===== src/cnls_pkg.sv =====
// Package for the character LCD nibble sequencer.
// Holds the item codes, the queue word types and the display tables.
// No dependencies; every other file of the block imports it.
package cnls_pkg;

  // Width of the wait counter and its largest value.
  localparam int DELAY_BITS = 16;
  localparam logic [31:0] COUNT_MAX = (32'd1 << DELAY_BITS) - 32'd1;

  // Action codes on the input channel.
  localparam logic [2:0] ACT_TICK    = 3'd0;
  localparam logic [2:0] ACT_COMMAND = 3'd1;
  localparam logic [2:0] ACT_DATA    = 3'd2;
  localparam logic [2:0] ACT_INIT    = 3'd3;
  localparam logic [2:0] ACT_GOTO    = 3'd4;
  localparam logic [2:0] ACT_CLEAR   = 3'd5;

  // Classified item kinds passed from the front end to the sequencer.
  localparam logic [2:0] KIND_TICK    = 3'd0;
  localparam logic [2:0] KIND_COMMAND = 3'd1;
  localparam logic [2:0] KIND_DATA    = 3'd2;
  localparam logic [2:0] KIND_INIT    = 3'd3;
  localparam logic [2:0] KIND_GOTO    = 3'd4;
  localparam logic [2:0] KIND_CLEAR   = 3'd5;
  localparam logic [2:0] KIND_INVALID = 3'd6;

  // Sequencer phases.
  localparam logic [2:0] PH_IDLE   = 3'd0;
  localparam logic [2:0] PH_POWER  = 3'd1;
  localparam logic [2:0] PH_HI_EN  = 3'd2;
  localparam logic [2:0] PH_HI_GAP = 3'd3;
  localparam logic [2:0] PH_LO_EN  = 3'd4;
  localparam logic [2:0] PH_SETTLE = 3'd5;
  localparam logic [2:0] PH_EXTRA  = 3'd6;

  // Sequence modes.
  localparam logic [1:0] MODE_SINGLE = 2'd0;
  localparam logic [1:0] MODE_GOTO   = 2'd1;
  localparam logic [1:0] MODE_INIT   = 2'd2;
  localparam logic [1:0] MODE_CLEAR  = 2'd3;

  // Configuration register indexes.
  localparam logic [2:0] REG_ENABLE_PULSE = 3'd0;
  localparam logic [2:0] REG_NIBBLE_GAP   = 3'd1;
  localparam logic [2:0] REG_SETTLE       = 3'd2;
  localparam logic [2:0] REG_COMMAND_GAP  = 3'd3;
  localparam logic [2:0] REG_POWER_UP     = 3'd4;

  localparam logic [3:0] INIT_LEN   = 4'd11;
  localparam logic [7:0] CMD_CLEAR  = 8'h01;
  localparam logic [7:0] CMD_HOME   = 8'h80;

  typedef struct packed {
    logic [2:0] kind;
    logic [7:0] byte_val;
  } cmd_t;

  typedef struct packed {
    logic [3:0] data_nibble;
    logic       register_select;
    logic       enable_line;
    logic       busy_res;
    logic       rejected;
  } res_t;

  function automatic logic [7:0] init_byte(input logic [3:0] idx);
    logic [7:0] b;
    unique case (idx)
      4'd0:    b = 8'h33;
      4'd1:    b = 8'h32;
      4'd2:    b = 8'h28;
      4'd3:    b = 8'h0C;
      4'd4:    b = 8'h01;
      4'd5:    b = 8'h06;
      4'd6:    b = 8'h02;
      4'd7:    b = 8'h28;
      4'd8:    b = 8'h0C;
      4'd9:    b = 8'h06;
      4'd10:   b = 8'h01;
      default: b = 8'h00;
    endcase
    return b;
  endfunction

  function automatic logic [7:0] row_base(input logic [1:0] r);
    logic [7:0] b;
    unique case (r)
      2'd0: b = 8'h80;
      2'd1: b = 8'hC0;
      2'd2: b = 8'h94;
      2'd3: b = 8'hD4;
    endcase
    return b;
  endfunction

endpackage


===== src/char_lcd_nibble_sequencer_unit.sv =====
// Character LCD nibble sequencer for a display in 4-bit mode, top level.
// Instantiates cnls_front, cnls_cmd_queue, cnls_back and cnls_res_queue; uses cnls_pkg.
//
// Usage: each input word is a one-microsecond tick or a request (command
// byte, data byte, power-up init, go-to row/column, clear). The input side
// is a queue: a word is taken when push is high and full is low.
// Every word yields exactly one result word holding the display pin levels
// (D4..D7, register select, enable), the busy flag and a rejected flag.
// Results are read like a queue: the oldest one is on the out_ ports while
// empty is low and leaves when pop is high.
//
// Throughput is one word per cycle while the result queue has room: the
// sequencer updates its phase, wait counter and sequence index once per
// word. An accepted word is registered in the classified-word queue; the
// sequencer takes it from there and writes its result into the result queue
// in the same cycle, and the result then waits on the out_ ports to be popped.
// When the receiver stalls the result queue fills, the sequencer stops,
// the word queue fills behind it and full rises; no word is dropped.
// Reset clears both queues and returns the sequencer to idle with all pins low
// and the timing registers at their defaults. The cfg_ port is always ready;
// the user must write registers only while the block is idle; nothing checks it.
module char_lcd_nibble_sequencer_unit (
  input  logic        clk,
  input  logic        rst_n,
  input  logic [2:0]  in_action,
  input  logic [7:0]  in_byte_value,
  input  logic [2:0]  in_row,
  input  logic [4:0]  in_column,
  input  logic        push,
  output logic        full,
  output logic [3:0]  out_data_nibble,
  output logic        out_register_select,
  output logic        out_enable_line,
  output logic        out_busy_res,
  output logic        out_rejected,
  output logic        empty,
  input  logic        pop,
  input  logic        cfg_valid,
  output logic        cfg_ready,
  input  logic [2:0]  cfg_index,
  input  logic [15:0] cfg_data
);
  import cnls_pkg::*;

  cmd_t front_cmd, head_cmd;
  res_t back_res, out_res;
  logic cmd_full, cmd_not_empty, res_full, fire;

  cnls_front u_front (
    .in_action     (in_action),
    .in_byte_value (in_byte_value),
    .in_row        (in_row),
    .in_column     (in_column),
    .cmd           (front_cmd)
  );

  cnls_cmd_queue u_cmd_queue (
    .clk       (clk),
    .rst_n     (rst_n),
    .wr_en     (push && !cmd_full),
    .wr_data   (front_cmd),
    .full      (cmd_full),
    .rd_en     (fire),
    .not_empty (cmd_not_empty),
    .rd_data   (head_cmd)
  );

  // The sequencer runs one word whenever one waits and the result has room.
  assign fire = cmd_not_empty && !res_full;

  cnls_back u_back (
    .clk       (clk),
    .rst_n     (rst_n),
    .fire      (fire),
    .cmd       (head_cmd),
    .res       (back_res),
    .cfg_we    (cfg_valid),
    .cfg_index (cfg_index),
    .cfg_data  (cfg_data)
  );

  cnls_res_queue u_res_queue (
    .clk     (clk),
    .rst_n   (rst_n),
    .wr_en   (fire),
    .wr_data (back_res),
    .full    (res_full),
    .rd_en   (pop && !empty),
    .empty   (empty),
    .rd_data (out_res)
  );

  assign full                = cmd_full;
  assign cfg_ready           = 1'b1;
  assign out_data_nibble     = out_res.data_nibble;
  assign out_register_select = out_res.register_select;
  assign out_enable_line     = out_res.enable_line;
  assign out_busy_res        = out_res.busy_res;
  assign out_rejected        = out_res.rejected;

endmodule


===== src/cnls_front.sv =====
// Front end of the LCD sequencer: classifies one input word.
// Depends on cnls_pkg for the action and kind codes and the row table.
module cnls_front (
  input  logic [2:0]    in_action,
  input  logic [7:0]    in_byte_value,
  input  logic [2:0]    in_row,
  input  logic [4:0]    in_column,
  output cnls_pkg::cmd_t cmd
);
  import cnls_pkg::*;

  logic [1:0] row_m1;

  assign row_m1 = in_row[1:0] - 2'd1;

  always_comb begin
    cmd.kind     = KIND_INVALID;
    cmd.byte_val = in_byte_value;
    unique case (in_action)
      ACT_TICK:    cmd.kind = KIND_TICK;
      ACT_COMMAND: cmd.kind = KIND_COMMAND;
      ACT_DATA:    cmd.kind = KIND_DATA;
      ACT_INIT:    cmd.kind = KIND_INIT;
      ACT_CLEAR:   cmd.kind = KIND_CLEAR;
      ACT_GOTO: begin
        // Rows are counted from one; anything outside one to four is refused.
        if (in_row >= 3'd1 && in_row <= 3'd4) begin
          cmd.kind = KIND_GOTO;
        end
        cmd.byte_val = row_base(row_m1) + {3'b000, in_column} - 8'd1;
      end
      default:     cmd.kind = KIND_INVALID;
    endcase
  end

endmodule


===== src/cnls_cmd_queue.sv =====
// Two-entry queue of classified words between the front end and the sequencer.
// Depends on cnls_pkg for cmd_t.
module cnls_cmd_queue (
  input  logic           clk,
  input  logic           rst_n,
  input  logic           wr_en,
  input  cnls_pkg::cmd_t wr_data,
  output logic           full,
  input  logic           rd_en,
  output logic           not_empty,
  output cnls_pkg::cmd_t rd_data
);
  import cnls_pkg::*;

  cmd_t       mem_r [2];
  logic       wr_ptr_r, rd_ptr_r;
  logic [1:0] count_r;

  assign full      = (count_r == 2'd2);
  assign not_empty = (count_r != 2'd0);
  assign rd_data   = mem_r[rd_ptr_r];

  always_ff @(posedge clk) begin
    if (wr_en) begin
      mem_r[wr_ptr_r] <= wr_data;
    end
  end

  always_ff @(posedge clk) begin
    if (!rst_n) begin
      wr_ptr_r <= 1'b0;
      rd_ptr_r <= 1'b0;
      count_r  <= 2'd0;
    end else begin
      if (wr_en) wr_ptr_r <= ~wr_ptr_r;
      if (rd_en) rd_ptr_r <= ~rd_ptr_r;
      count_r <= count_r + {1'b0, wr_en} - {1'b0, rd_en};
    end
  end

endmodule


===== src/cnls_res_queue.sv =====
// Two-entry result queue that decouples the sequencer from the receiver.
// Depends on cnls_pkg for res_t.
module cnls_res_queue (
  input  logic           clk,
  input  logic           rst_n,
  input  logic           wr_en,
  input  cnls_pkg::res_t wr_data,
  output logic           full,
  input  logic           rd_en,
  output logic           empty,
  output cnls_pkg::res_t rd_data
);
  import cnls_pkg::*;

  res_t       mem_r [2];
  logic       wr_ptr_r, rd_ptr_r;
  logic [1:0] count_r;

  assign full    = (count_r == 2'd2);
  assign empty   = (count_r == 2'd0);
  assign rd_data = mem_r[rd_ptr_r];

  always_ff @(posedge clk) begin
    if (wr_en) begin
      mem_r[wr_ptr_r] <= wr_data;
    end
  end

  always_ff @(posedge clk) begin
    if (!rst_n) begin
      wr_ptr_r <= 1'b0;
      rd_ptr_r <= 1'b0;
      count_r  <= 2'd0;
    end else begin
      if (wr_en) wr_ptr_r <= ~wr_ptr_r;
      if (rd_en) rd_ptr_r <= ~rd_ptr_r;
      count_r <= count_r + {1'b0, wr_en} - {1'b0, rd_en};
    end
  end

endmodule


===== src/cnls_back.sv =====
// Back end of the LCD sequencer: timing registers, wait counter and phase logic.
// Executes one classified word per cycle when fire is high. Depends on cnls_pkg.
module cnls_back (
  input  logic           clk,
  input  logic           rst_n,
  input  logic           fire,
  input  cnls_pkg::cmd_t cmd,
  output cnls_pkg::res_t res,
  input  logic           cfg_we,
  input  logic [2:0]     cfg_index,
  input  logic [15:0]    cfg_data
);
  import cnls_pkg::*;

  logic [7:0]            pulse_r;
  logic [15:0]           gap_r, settle_r, cgap_r, power_r;
  logic [2:0]            phase_r, phase_nxt;
  logic [DELAY_BITS-1:0] wait_r, wait_nxt;
  logic [7:0]            byte_r, byte_nxt;
  logic [1:0]            mode_r, mode_nxt;
  logic [3:0]            idx_r, idx_nxt;
  logic [3:0]            nib_r, nib_nxt;
  logic                  sel_r, sel_nxt;
  logic                  en_r, en_nxt;
  logic                  rej;

  // Loads a duration into the counter, saturating at its largest value.
  function automatic logic [DELAY_BITS-1:0] sat(input logic [15:0] d);
    logic [31:0] dx;
    dx = 32'(d);
    if (dx > COUNT_MAX) begin
      return COUNT_MAX[DELAY_BITS-1:0];
    end
    return dx[DELAY_BITS-1:0];
  endfunction

  function automatic logic [15:0] at_least_one(input logic [15:0] d);
    return (d == 16'd0) ? 16'd1 : d;
  endfunction

  always_comb begin
    logic       start;
    logic [7:0] start_val;
    logic       extra_go;
    logic [15:0] d;
    phase_nxt = phase_r;
    wait_nxt  = wait_r;
    byte_nxt  = byte_r;
    mode_nxt  = mode_r;
    idx_nxt   = idx_r;
    nib_nxt   = nib_r;
    sel_nxt   = sel_r;
    en_nxt    = en_r;
    rej       = 1'b0;
    start     = 1'b0;
    start_val = 8'h00;
    extra_go  = 1'b0;
    d         = 16'd0;

    if (cmd.kind == KIND_TICK) begin
      if (phase_r != PH_IDLE) begin
        if (wait_r <= DELAY_BITS'(1)) begin
          wait_nxt = '0;
          unique case (phase_r)
            PH_POWER: begin
              idx_nxt   = 4'd0;
              sel_nxt   = 1'b0;
              start     = 1'b1;
              start_val = init_byte(4'd0);
            end
            PH_HI_EN: begin
              phase_nxt = PH_HI_GAP;
              en_nxt    = 1'b0;
              wait_nxt  = sat(at_least_one(gap_r));
            end
            PH_HI_GAP: begin
              phase_nxt = PH_LO_EN;
              nib_nxt   = byte_r[3:0];
              en_nxt    = 1'b1;
              wait_nxt  = sat(at_least_one({8'h00, pulse_r}));
            end
            PH_LO_EN: begin
              phase_nxt = PH_SETTLE;
              en_nxt    = 1'b0;
              wait_nxt  = sat(at_least_one(settle_r));
            end
            PH_SETTLE: begin
              if (mode_r == MODE_SINGLE) begin
                phase_nxt = PH_IDLE;
              end else begin
                d = (mode_r == MODE_CLEAR) ? at_least_one(settle_r) : cgap_r;
                phase_nxt = PH_EXTRA;
                // A zero command gap moves straight on to the next step.
                if (d != 16'd0) begin
                  wait_nxt = sat(d);
                end else begin
                  extra_go = 1'b1;
                end
              end
            end
            PH_EXTRA: extra_go = 1'b1;
            default:  phase_nxt = PH_IDLE;
          endcase
        end else begin
          wait_nxt = wait_r - DELAY_BITS'(1);
        end
      end
    end else if (phase_r != PH_IDLE || cmd.kind == KIND_INVALID) begin
      rej = 1'b1;
    end else begin
      unique case (cmd.kind)
        KIND_COMMAND, KIND_DATA: begin
          mode_nxt  = MODE_SINGLE;
          idx_nxt   = 4'd0;
          sel_nxt   = (cmd.kind == KIND_DATA);
          start     = 1'b1;
          start_val = cmd.byte_val;
        end
        KIND_INIT: begin
          mode_nxt  = MODE_INIT;
          idx_nxt   = 4'd0;
          en_nxt    = 1'b0;
          phase_nxt = PH_POWER;
          // With no power-up wait the first init command starts at once.
          if (power_r == 16'd0) begin
            sel_nxt   = 1'b0;
            start     = 1'b1;
            start_val = init_byte(4'd0);
          end else begin
            wait_nxt = sat(power_r);
          end
        end
        KIND_GOTO: begin
          mode_nxt  = MODE_GOTO;
          idx_nxt   = 4'd0;
          sel_nxt   = 1'b0;
          start     = 1'b1;
          start_val = cmd.byte_val;
        end
        default: begin
          mode_nxt  = MODE_CLEAR;
          idx_nxt   = 4'd0;
          sel_nxt   = 1'b0;
          start     = 1'b1;
          start_val = CMD_CLEAR;
        end
      endcase
    end

    // End of a command gap: next byte of a clear or init, a last settle wait after the final init byte, or done.
    if (extra_go) begin
      priority if (mode_r == MODE_CLEAR && idx_r == 4'd0) begin
        idx_nxt   = 4'd1;
        start     = 1'b1;
        start_val = CMD_HOME;
      end else if (mode_r == MODE_INIT && (idx_r + 4'd1) < INIT_LEN) begin
        idx_nxt   = idx_r + 4'd1;
        start     = 1'b1;
        start_val = init_byte(idx_r + 4'd1);
      end else if (mode_r == MODE_INIT && (idx_r + 4'd1) == INIT_LEN) begin
        idx_nxt  = INIT_LEN;
        wait_nxt = sat(at_least_one(settle_r));
      end else begin
        phase_nxt = PH_IDLE;
        wait_nxt  = '0;
      end
    end

    if (start) begin
      byte_nxt  = start_val;
      nib_nxt   = start_val[7:4];
      en_nxt    = 1'b1;
      phase_nxt = PH_HI_EN;
      wait_nxt  = sat(at_least_one({8'h00, pulse_r}));
    end
  end

  assign res.data_nibble     = nib_nxt;
  assign res.register_select = sel_nxt;
  assign res.enable_line     = en_nxt;
  assign res.busy_res        = (phase_nxt != PH_IDLE);
  assign res.rejected        = rej;

  always_ff @(posedge clk) begin
    if (!rst_n) begin
      pulse_r  <= 8'd1;
      gap_r    <= 16'd200;
      settle_r <= 16'd2000;
      cgap_r   <= 16'd100;
      power_r  <= 16'd20000;
    end else if (cfg_we) begin
      unique case (cfg_index)
        REG_ENABLE_PULSE: pulse_r  <= cfg_data[7:0];
        REG_NIBBLE_GAP:   gap_r    <= cfg_data;
        REG_SETTLE:       settle_r <= cfg_data;
        REG_COMMAND_GAP:  cgap_r   <= cfg_data;
        REG_POWER_UP:     power_r  <= cfg_data;
        default: ;
      endcase
    end
  end

  always_ff @(posedge clk) begin
    if (!rst_n) begin
      phase_r <= PH_IDLE;
      wait_r  <= '0;
      byte_r  <= 8'h00;
      mode_r  <= MODE_SINGLE;
      idx_r   <= 4'd0;
      nib_r   <= 4'd0;
      sel_r   <= 1'b0;
      en_r    <= 1'b0;
    end else if (fire) begin
      phase_r <= phase_nxt;
      wait_r  <= wait_nxt;
      byte_r  <= byte_nxt;
      mode_r  <= mode_nxt;
      idx_r   <= idx_nxt;
      nib_r   <= nib_nxt;
      sel_r   <= sel_nxt;
      en_r    <= en_nxt;
    end
  end

endmodule

===== config.mk =====
export PLATFORM = sky130hd
export DESIGN_NAME = char_lcd_nibble_sequencer_unit
export DESIGN_NICKNAME = d
export VERILOG_FILES = /design/src/cnls_pkg.sv /design/src/char_lcd_nibble_sequencer_unit.sv /design/src/cnls_front.sv /design/src/cnls_cmd_queue.sv /design/src/cnls_res_queue.sv /design/src/cnls_back.sv
export SDC_FILE = /design/constraint.sdc
export NUM_CORES = 1
export LEC_CHECK = 0
export ABC_CLOCK_PERIOD_IN_PS = 7550
export CAP_MARGIN = 40
export CORE_MARGIN = 1.5
export CORE_UTILIZATION = 65
export CTS_CLUSTER_DIAMETER = 50
export DETAILED_ROUTE_END_ITERATION = 12
export DONT_BUFFER_PORTS = 1
export GPL_TIMING_DRIVEN = 1
export PLACE_DENSITY = 0.9
export SETUP_SLACK_MARGIN = 0.02
export SLEW_MARGIN = 0
export SYNTH_ARGS = -nofsm -noshare
export SYNTH_HDL_FRONTEND = slang
export SYNTH_SLANG_ARGS = --single-unit

===== constraint.sdc =====
create_clock -name clk -period 7.55 [get_ports clk]
set_input_delay 0.3775 -clock clk [delete_from_list [all_inputs] [get_ports clk]]
set_output_delay 0.3775 -clock clk [all_outputs]
set_load 0.02 [all_outputs]

-- Yosys cells after proc, flatten, opt, wreduce, memory -nomap -nowiden
Memory sizes are Yosys's and may differ from the RTL's. A register that Yosys moved wholly into a read port is not among the register bits.
Index checks and enable logic that the tools add are counted.
- word-level logic and storage cells: 206
- bits in writable memories: 38
- memories: 3
- flip-flop bits (word level): 115
- bits of input ports: 43
- ROM bits: 96
- memory list (name ; depth ; width ; rd ports ; clocked after memory_dff ; write ports ; line ; text):
    (name not given) ; 16 ; 6 ; 1 ; 0 ; 0 ; cnls_pkg.sv:68 ; unique case (idx)
    u_cmd_queue.mem_r ; 2 ; 11 ; 1 ; 1 ; 1 ; cnls_cmd_queue.sv:15 ; cmd_t mem_r [2];
    u_res_queue.mem_r ; 2 ; 8 ; 1 ; 1 ; 1 ; cnls_res_queue.sv:15 ; res_t mem_r [2];
- muxes and demuxes: 100
- bitwise operators: 6
- order comparisons: 4
- equal/unequal tests: 28
- $add $sub $neg: 9
- reduce and logical (&&, ||, !) cells: 37
- operator list (cell ; count):
    $mux 16 ; 16
    $mux 8 ; 10
    $pmux 16 s4 ; 1
    $mux 4 ; 14
    $logic_not 16->1 ; 3
    $mux 1 ; 37
    $mux 3 ; 11
    $pmux 8 s4 ; 1
    $eq 3x2->1 const B ; 8
    $eq 3x3->1 const B ; 8
    $pmux 3 s6 ; 1
    $le 16x1->1 const B ; 1
    $pmux 8 s2 ; 1
    $reduce_bool 16->1 ; 1
    $sub 16x1->16 const B ; 1
    $pmux 3 s5 ; 1
    $eq 2x2->1 const B ; 6
    $eq 3x1->1 const B ; 4
    $mux 6 ; 2
    $reduce_and 2->1 ; 6
    $logic_not 3->1 ; 3
    $add 8x5->8 ; 1
    $logic_not 8->1 ; 1
    $sub 8x1->8 const B ; 1
    23 further kinds ; 45

-- Depth between registers and ports, before layout
- word-level depth: 14
- mapped depth: 12
- depth with buffers taken out: 11

-- By module
A second synthesis with hierarchy kept.
- cell total of the unflattened synthesis: 1072
- area, all modules: 8876.0 um^2
- modules (own cells, without submodules) (module ; instances ; area each (um^2) ; sequential area each (um^2) ; cells an instance):
    cnls_back ; 1 ; 6593.8 ; 2142.1 ; 907
    cnls_cmd_queue ; 1 ; 1019.7 ; 760.7 ; 55
    cnls_res_queue ; 1 ; 800.8 ; 580.6 ; 46
    cnls_front ; 1 ; 409.1 ; 0.0 ; 59
    char_lcd_nibble_sequencer_unit ; 1 ; 52.6 ; 0.0 ; 5

-- Worst setup path after synthesis
No wires, ideal clock.
- path kind: register to register
- start: register u_back.idx_r[0]
- end: memory u_res_queue.mem_r[0][1] (netlist bit), data pin
- path slack: 4.883 ns
- stages on the path, launching flop included: 11
- arrival: 2.393 ns
- period minus slack after synthesis: 2.667 ns
- setup time: 0.274 ns
- cell sequence: dfxtp_1 ha_1 ha_1 clkbuf_1 nor2_1 o21ai_0 a211oi_4 nand2b_2 buf_6 nor2_1 nand3_1
- RTL lines (item ; line ; text):
    start: declaration ; cnls_back.sv:21 ; logic [3:0] idx_r, idx_nxt;
    start signal: assignment ; cnls_back.sv:218 ; idx_r <= idx_nxt;
    end: declaration ; cnls_res_queue.sv:15 ;

-- Worst setup path after layout
- start: register u_back.phase_r[1]
- end: register u_back.wait_r[3]
- word-level cells in the longest chain between the ends: 9
- elaborated cells between the ends (all ways): 29
- those cells by class: 6 x eq/ne; 21 x mux; 2 x reduce/logical
- ends and longest elaborated chain (item ; line ; text):
    start: declaration ; cnls_back.sv:17 ; logic [2:0] phase_r, phase_nxt;
    start signal: assignment ; cnls_back.sv:214 ; phase_r <= phase_nxt;
    $eq 3x3->1, or another cell as far along ; cnls_back.sv:64 ; unique case (phase_r)
    $pmux 16 s4 or $mux 1 (tied branches) ; cnls_back.sv:64 ;
    $mux 16 or $mux 1 (tied branches) ; cnls_back.sv:62 ; if (wait_r <= DELAY_BITS'(1)) begin
    $mux 16 or $mux 1 (tied branches) ; cnls_back.sv:61 ; if (phase_r != PH_IDLE) begin
    $mux 16 or $mux 1 (tied branches) ; cnls_back.sv:60 ; if (cmd.kind == KIND_TICK) begin
    $mux 16 or $mux 1 (tied branches) ; cnls_back.sv:156 ; end else if (mode_r == MODE_INIT && (idx_r + 4'd1) < INIT_LEN) begin
    $mux 16 or $mux 1 (tied branches) ; cnls_back.sv:152 ; priority if (mode_r == MODE_CLEAR && idx_r == 4'd0) begin
    $mux 16 or $mux 1 (tied branches) ; cnls_back.sv:151 ; if (extra_go) begin
    $mux 16 (*) ; cnls_back.sv:169 ; if (start) begin
    end signal: assignment ; cnls_back.sv:215 ; wait_r <= wait_nxt;
    end: declaration ; cnls_back.sv:18 ; logic [DELAY_BITS-1:0] wait_r, wait_nxt;
Mark *: on every way between the ends. The rest lies on a longest branch, timed or not.
A chain may end at the register's enable or synchronous reset.

==> summary.txt <==
Crit path from -> u_back.phase_r[1]
CP Max Fanout -> 22
CTS tree -> yes
Seq/Total Area, Yosys -> 0.402
Status -> completed
Rows -> 41
Worst path slowest cell -> nor2b_1
CP max stage delay -> 0.79 ns
Area Overhead vs Synth -> 7.35%
Total track usage -> 0.363
Pin count of the biggest net entering global routing -> 75
Layout cells sized above 1 -> 0.0794
Slew HR -> 0.384
Inst Count DP -> 1173
Dpl ws -> 4.27 ns
Post-CTS setup buffers -> 0
Distinct cells, synth -> 80
Total negative setup slack -> 0 ns
CTS Buf Count -> 17
Clk root buf -> clkbuf_16
Antenna fix cells -> 0
Dpl hpwl -> 18000 um
Leakage -> 0.00339 uW
Ports -> 54
First-pass GRT wire length -> 40100 um
Routed wire length -> 25300 um
CP Cell Sequence -> nor2b_1 > nor2_1 > or3_1 > o221ai_1 > a21oi_1 > or4_1 > a21oi_1
Fin crit share -> 0.464
Number of DRC markers in iteration 0 -> 1249
Hold_ws -> 0.0368 ns
Drt first pass iters -> 7
Synth Warn # -> 0
Mapped Area -> 0.00866 mm^2
Core Area -> 0.0128 mm^2
Startpoint Class -> register
Final setup viols -> 0
DIE AREA -> 0.0140 mm^2
WS Path Type -> register to register
Fin Clk Skew -> 0.00844 ns
Detailed-route DRC error count -> 0
Cts hold-fix bufs -> 0
CTS Buffer Depth -> 2
Peak VDD IR -> 0.000162 V
Antenna violations before repair -> 0
Nets@finish -> 1086
Min Tclk post-route -> 3.51 ns
HP Start -> in_action[2]
Worst-Skew Late Latency -> 0.43 ns
Critical Path RT -> 7.91 ns
RSZ-0062 raised after global routing -> no
CTS sink count -> 155
Clock transition at path regs -> 0.06 ns
Routed length per placed instance -> 21.0 um
Die Ht -> 118 um
Power Dens Cells -> 370 mW/mm^2
Worst Hold Class -> primary input to register
Number of global-route vias before repair -> 7523
FF-to-FF Start -> u_back.phase_r[1]
Top cell family by delay on the critical path -> simple AND/OR/NAND/NOR gates
EDFF count, synth -> 38
Grt total ovfl -> 0
Post-synth top flop -> dfxtp_1
Syn_area_per_cell -> 8.19 um^2
Max-cap violations -> 0
Arrival time at the worst endpoint -> 3.87 ns
Synthesized flop and latch total -> 155
Cts repair resizes -> 0
Fin worst setup slack -> 4.04 ns
Fmax -> 0.285 GHz
Asr flop ratio synth -> 0
Worst Max-Slew Pin Slew -> 0.916 ns
Crit end category -> register
Cells after Synth -> 1058
PortBufs -> 0
Initial Utilization -> 0.675
Most used cell, CP -> a21oi_1
Vias -> 8180
Die Wd -> 118 um
Net count after synthesis -> 1124
WP buf/inv -> 0
Gp weighted congestion -> 0.987
Fin. max-slew vios -> 0
Fin. Hold Viols -> 0
Detail Route Antenna Nets -> 0
DR vias/cell -> 6.79
H-tree levels -> 4
Post-Layout Cell Count -> 1205
[layout by cell type (no fill, tap or decap), drive strengths merged, types with 21 or more instances in the layout]
master,instances
edfxtp,38
mux2,21
nand2,203
nor2,75
nor4,24
ha,22
dfxtp,117
a21oi,116
inv,31
nand3,38
o21ai,54
[stage by stage]
stage / power [uW] / utilization / area [um^2]
6_report: 3440 / 0.725 / 9300
5_1_grt: 3610 / 0.725 / 9300
4_1_cts: 3390 / 0.725 / 9300
3_5_place_dp: 2520 / 0.678 / 8690
3_3_place_gp: 2480 / 0.674 / 8640
2_1_floorplan: 2190 / - / 8660
[flip-flops by register name (all words and copies together) (netlist names), 8 cells and up, named ones only]
register,cells
u_back.wait_r,16
u_back.pulse_r,8
u_res_queue.mem_r,16
u_cmd_queue.mem_r,22
u_back.power_r,16
u_back.settle_r,16
u_back.cgap_r,16
u_back.gap_r,16
[worst register-to-register path, delay by kind of cell (launching register included)]
family,cells,cell delay (ns)
AOI/OAI and AO/OA,3,0.55
and+or+nand+nor,4,2.12
DFF,1,0.78
[synthesized netlist by cell type, types with 6 or more instances]
library cell	number	area share
xor2_1	11	0.011
nor3_1	11	0.0064
nor4_1	22	0.016
xnor2_1	11	0.011
o31ai_1	8	0.0069
edfxtp_1	38	0.13
nand3b_1	14	0.012
nand3_1	37	0.021
and2_1	8	0.0058
and3_1	7	0.0051
a21oi_1	116	0.067
nor2b_1	8	0.0058
a21o_1	6	0.0052
inv_1	28	0.012
a2bb2oi_1	7	0.0071
a211oi_1	18	0.016
ha_1	22	0.032
mux2_2	21	0.027
nand2_1	203	0.088
clkbuf_1	57	0.025
nor2_1	75	0.033
dfxtp_1	117	0.27
o21ai_0	53	0.031
nand4_1	9	0.0065
nand2b_1	6	0.0043
a22oi_1	12	0.010
a221oi_1	10	0.010
o22ai_1	9	0.0065
mux2i_1	17	0.020
[cells by family after synthesis]
| logic type | share of synthesized area |
|---|---|
| AND/OR/NAND/NOR | 0.238 |
| AO/OA/AOI/OAI | 0.214 |
| flip-flops | 0.402 |
| buffers and inverters | 0.0428 |
| multiplexers | 0.0470 |
| adder cells (fa/ha/maj) | 0.0341 |
| XOR/XNOR | 0.0222 |
| other | 0.000433 |
[where the power goes]
| group | internal [uW] | switching, uW |
|---|---|---|
| clock | 518 | 352 |
| sequential | 1020 | 148 |
| combinational | 500 | 903 |
| total | 2040 | 1400 |
[final cells by class]
class	count	area, um^2
Multi-Input combinational cell	809	4810
Clock inverter	12	136
Inverter	28	105
Tap cell	172	215
Timing Repair Buffer	9	82.6
Sequential cell	155	3480
Fill cell	971	3530
Clock buffer	20	468
[per-layer routing]
metal	GRT usage	share of wire
met5	0	0
met4	0.130	0.026
met3	0.108	0.14
met2	0.543	0.43
met1	0.499	0.40
[final timing paths]
| path | end | slack (ns) | cells after the start |
|---|---|---|---|
| worst max-delay path | u_back.wait_r[3] | 4.04 | 7 |
| worst min-delay path | u_cmd_queue.mem_r[1][10] | 0.04 | 0 |
| worst max register to register | u_back.wait_r[3] | 4.04 | 7 |
| worst min register to register | u_back.pulse_r[0] | 0.47 | 2 |
Power figures use the tool's default switching activity.
